<file path="config.mk">
export PLATFORM = sky130hd
export DESIGN_NAME = rtc_time_decode
export DESIGN_NICKNAME = d
export VERILOG_FILES = /design/src/design/rtc_td_pkg.sv /design/src/design/rtc_td_cfg.sv /design/src/design/rtc_td_decode.sv /design/src/design/rtc_td_weekday.sv /design/src/design/rtc_time_decode.sv
export VERILOG_INCLUDE_DIRS = /design/src /design/src/design
export SDC_FILE = /design/constraint.sdc
export NUM_CORES = 1
export LEC_CHECK = 0
export BUFFER_PORTS_ARGS = -buffer_cell sky130_fd_sc_hd__buf_2
export CORE_ASPECT_RATIO = 1.25
export CORE_UTILIZATION = 25
export DETAILED_ROUTE_END_ITERATION = 10
export MAX_ROUTING_LAYER = met4
export SYNTH_ARGS = -nofsm -noshare
export SYNTH_HDL_FRONTEND = slang
export SYNTH_SLANG_ARGS = --single-unit
</file>
<file path="constraint.sdc">
create_clock -name clk -period 7.5 [get_ports clk]
set_input_delay 0.375 -clock clk [delete_from_list [all_inputs] [get_ports clk]]
set_output_delay 0.375 -clock clk [all_outputs]
set_load 0.05 [all_outputs]
</file>
<file path="src/design/rtc_time_decode_assert.svh">
// ----------------------------------------------------------------------------
// RTC time decode assertion macros
// Shorthand for the concurrent checks of the RTC time decoder.
// ----------------------------------------------------------------------------
`ifndef RTC_TIME_DECODE_ASSERT_SVH
`define RTC_TIME_DECODE_ASSERT_SVH

// Same-cycle implication, disabled while reset is asserted.
`define RTD_ASSERT_NOW(label, clk, rst_n, ante, cons, msg) \
  label: assert property (@(posedge clk) disable iff (!rst_n) (ante) |-> (cons)) \
    else $error(msg);

// Next-cycle implication, disabled while reset is asserted.
`define RTD_ASSERT_NEXT(label, clk, rst_n, ante, cons, msg) \
  label: assert property (@(posedge clk) disable iff (!rst_n) (ante) |=> (cons)) \
    else $error(msg);

`endif

</file>
<file path="src/design/rtc_td_pkg.sv">
// ----------------------------------------------------------------------------
// RTC time decode package
// Shared types, register codes and small arithmetic helpers.
// ----------------------------------------------------------------------------
package rtc_td_pkg;

  localparam int unsigned CfgAddrW = 4;
  localparam int unsigned CfgDataW = 32;

  // Register indexes, taken from paddr[3:2].
  localparam logic [1:0] REG_WANT_24   = 2'd0;
  localparam logic [1:0] REG_DST       = 2'd1;
  localparam logic [1:0] REG_HAS_CEN   = 2'd2;
  localparam logic [1:0] REG_BASE_YEAR = 2'd3;

  localparam logic [13:0] BASE_YEAR_RST = 14'd2000;

  // Status B bits.
  localparam int unsigned SB_BINARY_BIT = 2;
  localparam int unsigned SB_24H_BIT    = 1;

  localparam logic [7:0]  NO_CENTURY    = 8'hFF;
  localparam logic [2:0]  WEEKDAY_BAD   = 3'd7;
  localparam logic [6:0]  HOUR_TWELVE   = 7'd12;
  localparam logic [7:0]  HOUR_LAST     = 8'd23;

  // ceil(2^23 / 100): exact floor(y / 100) for every 16-bit y.
  localparam logic [16:0] Div100Mul     = 17'd83887;
  localparam int unsigned Div100Shift   = 23;

  typedef struct packed {
    logic        want_24_hour;
    logic        daylight_saving;
    logic        has_century;
    logic [13:0] base_year;
  } cfg_t;

  typedef struct packed {
    logic [7:0] raw_second;
    logic [7:0] raw_minute;
    logic [7:0] raw_hour;
    logic [7:0] raw_day;
    logic [7:0] raw_month;
    logic [7:0] raw_year;
    logic [7:0] raw_century;
    logic [7:0] status_b;
  } raw_t;

  typedef struct packed {
    logic [7:0]  second;
    logic [7:0]  minute;
    logic [7:0]  hour;
    logic [7:0]  day;
    logic [7:0]  month;
    logic [15:0] year;
    logic [7:0]  century;
  } date_t;

  // Handed from the decoder to the weekday pipeline.
  typedef struct packed {
    logic [15:0] wd_year;
    logic        mon_ok;
    logic [8:0]  off_day;
  } wd_req_t;

  // Each nibble weighted as it stands: low + 10 * high, wrapped to 8 bits.
  function automatic logic [7:0] bcd8(input logic [7:0] v);
    return {4'b0, v[3:0]} + {1'b0, v[7:4], 3'b0} + {3'b0, v[7:4], 1'b0};
  endfunction

  // Value below 192, reduced modulo 24 by three conditional subtractions.
  function automatic logic [7:0] mod24(input logic [7:0] v);
    logic [7:0] t;
    t = v;
    if (t >= 8'd96) t = t - 8'd96;
    if (t >= 8'd48) t = t - 8'd48;
    if (t >= 8'd24) t = t - 8'd24;
    return t;
  endfunction

  // Month offsets of the weekday formula, indexed by month - 1.
  function automatic logic [2:0] dow_offset(input logic [3:0] idx);
    logic [2:0] r;
    case (idx)
      4'd0:    r = 3'd0;
      4'd1:    r = 3'd3;
      4'd2:    r = 3'd2;
      4'd3:    r = 3'd5;
      4'd4:    r = 3'd0;
      4'd5:    r = 3'd3;
      4'd6:    r = 3'd5;
      4'd7:    r = 3'd1;
      4'd8:    r = 3'd4;
      4'd9:    r = 3'd6;
      4'd10:   r = 3'd2;
      4'd11:   r = 3'd4;
      default: r = 3'd0;
    endcase
    return r;
  endfunction

endpackage

</file>
<file path="src/design/rtc_td_cfg.sv">
// ----------------------------------------------------------------------------
// RTC time decode configuration registers
// APB-style register file holding the four decode settings.
// ----------------------------------------------------------------------------
module rtc_td_cfg
  import rtc_td_pkg::*;
(
  input  logic                clk,
  input  logic                rst_n,
  input  logic                psel,
  input  logic                penable,
  input  logic                pwrite,
  input  logic [CfgAddrW-1:0] paddr,
  input  logic [CfgDataW-1:0] pwdata,
  output logic [CfgDataW-1:0] prdata,
  output logic                pready,
  output cfg_t                cfg
);

  cfg_t       cfg_r;
  cfg_t       cfg_nxt;
  logic [1:0] reg_idx;
  logic       wr_en;

  assign pready  = 1'b1;
  assign reg_idx = paddr[3:2];
  assign wr_en   = psel && penable && pwrite && pready;

  always_comb begin
    cfg_nxt = cfg_r;
    if (wr_en) begin
      case (reg_idx)
        REG_WANT_24:   cfg_nxt.want_24_hour    = pwdata[0];
        REG_DST:       cfg_nxt.daylight_saving = pwdata[0];
        REG_HAS_CEN:   cfg_nxt.has_century     = pwdata[0];
        REG_BASE_YEAR: cfg_nxt.base_year       = pwdata[13:0];
        default:       cfg_nxt = cfg_r;
      endcase
    end
  end

  always_ff @(posedge clk) begin
    if (!rst_n) begin
      cfg_r.want_24_hour    <= 1'b1;
      cfg_r.daylight_saving <= 1'b0;
      cfg_r.has_century     <= 1'b0;
      cfg_r.base_year       <= BASE_YEAR_RST;
    end else begin
      cfg_r <= cfg_nxt;
    end
  end

  always_comb begin
    case (reg_idx)
      REG_WANT_24:   prdata = {31'b0, cfg_r.want_24_hour};
      REG_DST:       prdata = {31'b0, cfg_r.daylight_saving};
      REG_HAS_CEN:   prdata = {31'b0, cfg_r.has_century};
      REG_BASE_YEAR: prdata = {18'b0, cfg_r.base_year};
      default:       prdata = '0;
    endcase
  end

  assign cfg = cfg_r;

endmodule

</file>
<file path="src/design/rtc_td_decode.sv">
// ----------------------------------------------------------------------------
// RTC time decode field stage
// BCD conversion, hour format handling, full year and weekday set-up.
// ----------------------------------------------------------------------------
module rtc_td_decode
  import rtc_td_pkg::*;
(
  input  logic    clk,
  input  raw_t    raw,
  input  cfg_t    cfg,
  output date_t   date,
  output wd_req_t wd_req
);

  date_t      date_r;
  date_t      date_nxt;
  wd_req_t    wd_req_r;
  wd_req_t    wd_req_nxt;
  logic       binary;
  logic [7:0] hr_dec;
  logic [6:0] h7;
  logic [7:0] hr_conv;
  logic [7:0] yr;
  logic [15:0] cen_x100;

  assign binary = raw.status_b[SB_BINARY_BIT];

  // The hour keeps bit 7 as the PM flag; only bits 6..4 carry its tens.
  assign hr_dec = binary ? raw.raw_hour :
                  {raw.raw_hour[7],
                   7'({3'b0, raw.raw_hour[3:0]} + {1'b0, raw.raw_hour[6:4], 3'b0} +
                      {3'b0, raw.raw_hour[6:4], 1'b0})};
  assign h7 = hr_dec[6:0];

  always_comb begin
    hr_conv = hr_dec;
    if (cfg.want_24_hour && !raw.status_b[SB_24H_BIT]) begin
      if (hr_dec[7]) begin
        hr_conv = mod24(((h7 == HOUR_TWELVE) ? 8'd0 : {1'b0, h7}) + 8'd12);
      end else if (h7 == HOUR_TWELVE) begin
        hr_conv = 8'd0;
      end
    end
    if (cfg.daylight_saving && cfg.want_24_hour) begin
      hr_conv = (hr_conv == HOUR_LAST) ? 8'd0 : hr_conv + 8'd1;
    end
  end

  assign yr = binary ? raw.raw_year : bcd8(raw.raw_year);

  always_comb begin
    date_nxt.second = binary ? raw.raw_second : bcd8(raw.raw_second);
    date_nxt.minute = binary ? raw.raw_minute : bcd8(raw.raw_minute);
    date_nxt.hour   = hr_conv;
    date_nxt.day    = binary ? raw.raw_day    : bcd8(raw.raw_day);
    date_nxt.month  = binary ? raw.raw_month  : bcd8(raw.raw_month);
    if (cfg.has_century) begin
      date_nxt.century = binary ? raw.raw_century : bcd8(raw.raw_century);
    end else begin
      date_nxt.century = NO_CENTURY;
    end
    // century * 100 as shifted partial sums (64 + 32 + 4).
    cen_x100 = {2'b0, date_nxt.century, 6'b0} + {3'b0, date_nxt.century, 5'b0} +
               {6'b0, date_nxt.century, 2'b0};
    if (cfg.has_century) begin
      date_nxt.year = {8'b0, yr} + cen_x100;
    end else begin
      date_nxt.year = {8'b0, yr} + {2'b0, cfg.base_year};
    end
  end

  // January and February count as months of the previous year.
  always_comb begin
    wd_req_nxt.mon_ok  = (date_nxt.month >= 8'd1) && (date_nxt.month <= 8'd12);
    wd_req_nxt.wd_year = (date_nxt.month < 8'd3) ? date_nxt.year - 16'd1 : date_nxt.year;
    wd_req_nxt.off_day = {6'b0, dow_offset(date_nxt.month[3:0] - 4'd1)} +
                         {1'b0, date_nxt.day};
  end

  always_ff @(posedge clk) begin
    date_r   <= date_nxt;
    wd_req_r <= wd_req_nxt;
  end

  assign date   = date_r;
  assign wd_req = wd_req_r;

endmodule

</file>
<file path="src/design/rtc_td_weekday.sv">
// ----------------------------------------------------------------------------
// RTC time decode weekday pipeline
// Two-stage day-of-week: divide by 100 by reciprocal, then sum modulo 7.
// ----------------------------------------------------------------------------
module rtc_td_weekday
  import rtc_td_pkg::*;
(
  input  logic       clk,
  input  wd_req_t    wd_req,
  output logic [2:0] weekday
);

  logic [32:0] prod;
  logic [15:0] y_r;
  logic [9:0]  q100_r;
  logic        ok_r;
  logic [8:0]  off_r;
  logic [16:0] sum;
  logic [17:0] sum_pad;
  logic [5:0]  fold1;
  logic [3:0]  fold2;
  logic [2:0]  rem7;
  logic [2:0]  wd_r;
  logic [2:0]  wd_nxt;

  assign prod = {17'b0, wd_req.wd_year} * {16'b0, Div100Mul};

  always_ff @(posedge clk) begin
    y_r    <= wd_req.wd_year;
    q100_r <= prod[Div100Shift+9:Div100Shift];
    ok_r   <= wd_req.mon_ok;
    off_r  <= wd_req.off_day;
  end

  // y + y/4 - y/100 + y/400 + offset + day; y/400 is (y/100)/4.
  assign sum = {1'b0, y_r} + {3'b0, y_r[15:2]} + {9'b0, q100_r[9:2]} +
               {8'b0, off_r} - {7'b0, q100_r};

  // Eight is one modulo seven, so octal digits fold together.
  assign sum_pad = {1'b0, sum};
  assign fold1 = {3'b0, sum_pad[2:0]}   + {3'b0, sum_pad[5:3]}   +
                 {3'b0, sum_pad[8:6]}   + {3'b0, sum_pad[11:9]}  +
                 {3'b0, sum_pad[14:12]} + {3'b0, sum_pad[17:15]};
  assign fold2 = {1'b0, fold1[5:3]} + {1'b0, fold1[2:0]};
  assign rem7  = (fold2 >= 4'd7) ? 3'(fold2 - 4'd7) : fold2[2:0];

  assign wd_nxt = ok_r ? rem7 : WEEKDAY_BAD;

  always_ff @(posedge clk) begin
    wd_r <= wd_nxt;
  end

  assign weekday = wd_r;

endmodule

</file>
<file path="src/design/rtc_time_decode.sv">
// ----------------------------------------------------------------------------
// RTC time decode top level
// Decodes one snapshot of real-time-clock registers into date and time.
// ----------------------------------------------------------------------------
// A word is taken at every rising edge where start is high; busy is never
// raised, so a new word may follow in every cycle. Each word gives exactly one
// result, shown on the out_ ports with out_valid high for a single cycle once
// it has passed the input register, field decode, the reciprocal divide by
// 100, and the modulo-7 sum with the result register. The receiver cannot
// hold results off and must take each word in its strobe cycle. The
// configuration registers are read by the field decode stage, so they
// should only be written while no word is in flight.
// ----------------------------------------------------------------------------
`include "rtc_time_decode_assert.svh"

module rtc_time_decode
  import rtc_td_pkg::*;
(
  input  logic                clk,
  input  logic                rst_n,

  input  logic                start,
  output logic                busy,
  input  logic [7:0]          in_raw_second,
  input  logic [7:0]          in_raw_minute,
  input  logic [7:0]          in_raw_hour,
  input  logic [7:0]          in_raw_day,
  input  logic [7:0]          in_raw_month,
  input  logic [7:0]          in_raw_year,
  input  logic [7:0]          in_raw_century,
  input  logic [7:0]          in_status_b,

  output logic                out_valid,
  output logic [7:0]          out_second,
  output logic [7:0]          out_minute,
  output logic [7:0]          out_hour,
  output logic [7:0]          out_day,
  output logic [7:0]          out_month,
  output logic [15:0]         out_year,
  output logic [7:0]          out_century,
  output logic [2:0]          out_weekday,

  input  logic                psel,
  input  logic                penable,
  input  logic                pwrite,
  input  logic [CfgAddrW-1:0] paddr,
  input  logic [CfgDataW-1:0] pwdata,
  output logic [CfgDataW-1:0] prdata,
  output logic                pready
);

  cfg_t    cfg;
  raw_t    raw_r;
  raw_t    raw_nxt;
  date_t   date_s1;
  wd_req_t wd_req_s1;
  date_t   date_s2_r;
  date_t   date_out_r;
  logic    accept;
  logic    v0_r;
  logic    v1_r;
  logic    v2_r;
  logic    v3_r;

  // Every stage advances each cycle, so the block never stalls its source.
  assign busy   = 1'b0;
  assign accept = start && !busy;

  rtc_td_cfg u_cfg (
    .clk     (clk),
    .rst_n   (rst_n),
    .psel    (psel),
    .penable (penable),
    .pwrite  (pwrite),
    .paddr   (paddr),
    .pwdata  (pwdata),
    .prdata  (prdata),
    .pready  (pready),
    .cfg     (cfg)
  );

  always_comb begin
    raw_nxt.raw_second  = in_raw_second;
    raw_nxt.raw_minute  = in_raw_minute;
    raw_nxt.raw_hour    = in_raw_hour;
    raw_nxt.raw_day     = in_raw_day;
    raw_nxt.raw_month   = in_raw_month;
    raw_nxt.raw_year    = in_raw_year;
    raw_nxt.raw_century = in_raw_century;
    raw_nxt.status_b    = in_status_b;
  end

  // Payload registers load freely; the valid chain marks real words.
  always_ff @(posedge clk) begin
    raw_r      <= raw_nxt;
    date_s2_r  <= date_s1;
    date_out_r <= date_s2_r;
  end

  always_ff @(posedge clk) begin
    if (!rst_n) begin
      v0_r <= 1'b0;
      v1_r <= 1'b0;
      v2_r <= 1'b0;
      v3_r <= 1'b0;
    end else begin
      v0_r <= accept;
      v1_r <= v0_r;
      v2_r <= v1_r;
      v3_r <= v2_r;
    end
  end

  rtc_td_decode u_decode (
    .clk    (clk),
    .raw    (raw_r),
    .cfg    (cfg),
    .date   (date_s1),
    .wd_req (wd_req_s1)
  );

  rtc_td_weekday u_weekday (
    .clk     (clk),
    .wd_req  (wd_req_s1),
    .weekday (out_weekday)
  );

  assign out_valid   = v3_r;
  assign out_second  = date_out_r.second;
  assign out_minute  = date_out_r.minute;
  assign out_hour    = date_out_r.hour;
  assign out_day     = date_out_r.day;
  assign out_month   = date_out_r.month;
  assign out_year    = date_out_r.year;
  assign out_century = date_out_r.century;

  // Every accepted word comes out after the fixed pipeline depth.
  `RTD_ASSERT_NOW(a_accept_to_result, clk, rst_n, accept, ##4 out_valid, "result strobe missing")

  // No strobe appears without an accepted word to match it.
  `RTD_ASSERT_NOW(a_result_has_source, clk, rst_n, out_valid, $past(accept, 4), "spurious result")

  // Weekday seven marks exactly the months outside one to twelve.
  `RTD_ASSERT_NOW(a_bad_month_weekday, clk, rst_n, out_valid,
    (out_weekday == WEEKDAY_BAD) == (out_month == 8'd0 || out_month > 8'd12),
    "weekday and month validity disagree")

  // Without a century register the century field reads as all ones.
  `RTD_ASSERT_NEXT(a_no_century, clk, rst_n, v2_r && !u_cfg.cfg.has_century,
    out_century == NO_CENTURY, "century not flagged absent")

endmodule

</file>
==> results.json <==
{
  "overflow": 0,
  "fp.dieH_microns": 311,
  "nFillCells": 7760,
  "cts_tree": "done",
  "io_buffers": 161,
  "fin_crit_sh_pct": 95.7,
  "first_global_vias": 13500,
  "hold_viol_final": 0,
  "r2r-start": "u_weekday.off_r[2]",
  "cp-start-kind": "flip-flop",
  "slowest_delay_ps": 530,
  "wire_per_inst_microns": 13.8,
  "finalSetupViolCount": 0,
  "startpoint": "u_weekday.off_r[2]",
  "gp_routability_congestion": 0.838,
  "drt_iter0_drc": 370,
  "layout_min_cycle_time_ps": 7180,
  "pre_cts_ws_ps": -73.8,
  "insertion_delay_ps": 570,
  "clk_pin_slew_ps": 60,
  "hold_path_depth": 3,
  "worst_slew_pin_slew_ps": 858,
  "cts.path.max_buffers": 3,
  "antenna_found_initial": 5,
  "synth_edf_count": 0,
  "cp.depth": 33,
  "htree_levels": 2,
  "synth.top_cell.area_share_pct": 35.2,
  "max_freq_mhz": 139,
  "root_buffer": "clkbuf_16",
  "syn_area_sq_um": 19100,
  "hpwl_mm": 33.8,
  "yosys-top-cells-count": "dfxtp_1 (336), inv_1 (283), ha_1 (266), fa_1 (154), nand2_1 (96)",
  "yosysTopAreaCell": "dfxtp_1",
  "postSynthCellCount": 1787,
  "path_buf_inv": 6,
  "critPathArrivalTime_ps": 7620,
  "setup_slack_ps": 320,
  "place_inst": 2910,
  "crit_required_ps": 7940,
  "path_class": "reg2reg",
  "min_from": "pwdata[1]",
  "timing.hold.ws_ps": 52.4,
  "ys_seq_area_share_pct": 35.2,
  "slowest_stage": "fa_1",
  "detail-route-antenna-nets": 0,
  "drtPass1Iterations": 4,
  "maxCapViolations": 0,
  "status": "finished, final reports clean",
  "hold_path.class": "in2reg",
  "routed_via_density": 4.15,
  "drive_gt1_share_pct": 14.8,
  "ys_warn_count": 0,
  "syn_avg_cell_area_sq_um": 10.7,
  "yosysMostFrequentCell": "dfxtp_1",
  "std_cell_rows": 113,
  "vias": 12700,
  "routed_wl_mm": 42.1,
  "synth_ff_type": "dfxtp_1",
  "fin_skew_ps": 24.7,
  "utilization_pct": 30.6,
  "grt_max_degree": 41,
  "die_x_microns": 249,
  "path_max_fanout": 2,
  "cts_made_buffers": 39,
  "critPathMostFrequentCell": "a21o_1",
  "final_cells": 3052,
  "core_area_sq_um": 75800,
  "fin_nets": 2569,
  "synthToLayoutAreaGrowth_pct": 21.3,
  "cts_sinks": 336,
  "initial_core_util_pct": 25.2,
  "slew_viol_final": 0,
  "grt_pass1_wl_mm": 69.4,
  "relSlewSlack_pct": 42.3,
  "crit_family": "adder cells",
  "pin_count": 208,
  "synth_area_leaders": "dfxtp_1 (35%), ha_1 (17%), fa_1 (16%), inv_1 (5.6%), xnor2_1 (2.7%)",
  "grt.total_usage_pct": 11.6,
  "ys_types": 80,
  "synth_seq_cells": 336,
  "drc_errors": 0,
  "async_flop_share_pct": 0,
  "rr_worst_depth": 33,
  "crit_path_end_kind": "flip-flop",
  "rsz0062_at_grt": "true",
  "die_area_sq_um": 77600
}
## through the flow
stage,setup TNS [ps],cell area (sq um)
3_5_place_dp,-89.5,21100
2_1_floorplan,0,19200
5_1_grt,-64.3,23200
4_1_cts,0,23100
6_report,0,23200
3_3_place_gp,-4.14,21100
## sequential cells by signal (all words and copies together) (netlist names)
signal,count
date_s2_r,64
u_decode.date,64
raw_r,58
u_decode.wd_req,26
u_cfg.cfg,17
out_year,16
u_weekday.y_r,16
u_weekday.q100_r,10
u_weekday.off_r,9
out_century,8
out_day,8
out_hour,8
out_minute,8
out_month,8
out_second,8
u_weekday.weekday,3
out_valid,1
u_weekday.ok_r,1
v0_r,1
v1_r,1
v2_r,1
## cells in the final DEF, fill, tap and decap left out, types with 5 or more instances in the layout
cell,netlist,layout
a211oi_1,8,8
a21boi_0,14,14
a21o_1,42,42
a21oi_1,72,66
a21oi_2,0,6
and2_1,7,7
and3_1,21,21
buf_2,0,161
buf_4,21,21
bufinv_16,0,7
clkbuf_16,0,40
conb_1,2,20
dfxtp_1,336,335
dlygate4sd3_1,0,65
fa_1,154,152
ha_1,266,265
inv_1,283,283
mux2_2,17,17
mux2i_1,20,20
nand2_1,96,96
nand2b_1,10,10
nand3_1,23,23
nand3b_1,5,5
nor2_1,57,57
nor2b_1,15,15
nor3_1,21,21
nor3b_1,9,9
o211ai_1,12,12
o21a_1,7,7
o21ai_0,35,35
o21bai_1,9,9
o31a_1,5,5
or2_2,6,6
or3_1,5,5
xnor2_1,58,57
xor2_1,41,41
## path summary, 6_finish.rpt
check | endpoint | slack [ps]
max | u_weekday.weekday[1] | 320
min | u_cfg.cfg[1] | 50
max reg2reg | u_weekday.weekday[1] | 320
min reg2reg | u_weekday.off_r[7] | 320
## layout make-up
| type | instances | area [sq um] | area share, % |
|---|---|---|---|
| inverters | 283 | 1060 | 4.58 |
| well taps | 977 | 1220 | 5.27 |
| clock buffers | 45 | 1040 | 4.48 |
| clock inverters | 25 | 360 | 1.55 |
| repair buffers | 247 | 1610 | 6.96 |
| diodes | 3 | 7.51 | 0.0324 |
| multi-input cells | 1136 | 11200 | 48.1 |
| flip-flops and latches | 336 | 6730 | 29.0 |
## per-layer routing
metal  wire length [microns]  vias up  track usage (%)
met5                       0        -                -
met4                    1280        0             4.41
met3                    1780       67             1.82
met2                   22000      200             20.7
met1                   17000     6015             12.9
li1                        -     6372                -
## timing repair
action | in CTS | in global routing
buffers inserted | 2 | 2
hold buffers | 65 | 0
gates resized for setup | 2 | 9
pin swaps | 4 | 10
setup endpoints to repair | 2 | 3
endpoints found under the hold margin | 65 | 0
## cells by family (layout without fill, tap and decap cells)
kind of cell / count (synthesis) / after routing / share of synthesized area [%]
compound gates: 261 / 261 / 9.44
xor+xnor: 99 / 99 / 4.54
fa+ha+maj: 420 / 420 / 33.5
buf+inv: 333 / 600 / 7.07
flops: 336 / 336 / 35.2
mux: 39 / 39 / 2.24
other cells: 2 / 23 / 0.0393
simple gates: 297 / 297 / 7.95
## tightest hold or removal path, stage by stage
cell      delay (ps)
buf_2            100
nand2_1           40
a21boi_0          60
Power is not shown: default switching activity piles up to over one toggle a cycle in this logic, so the estimate is an artifact.
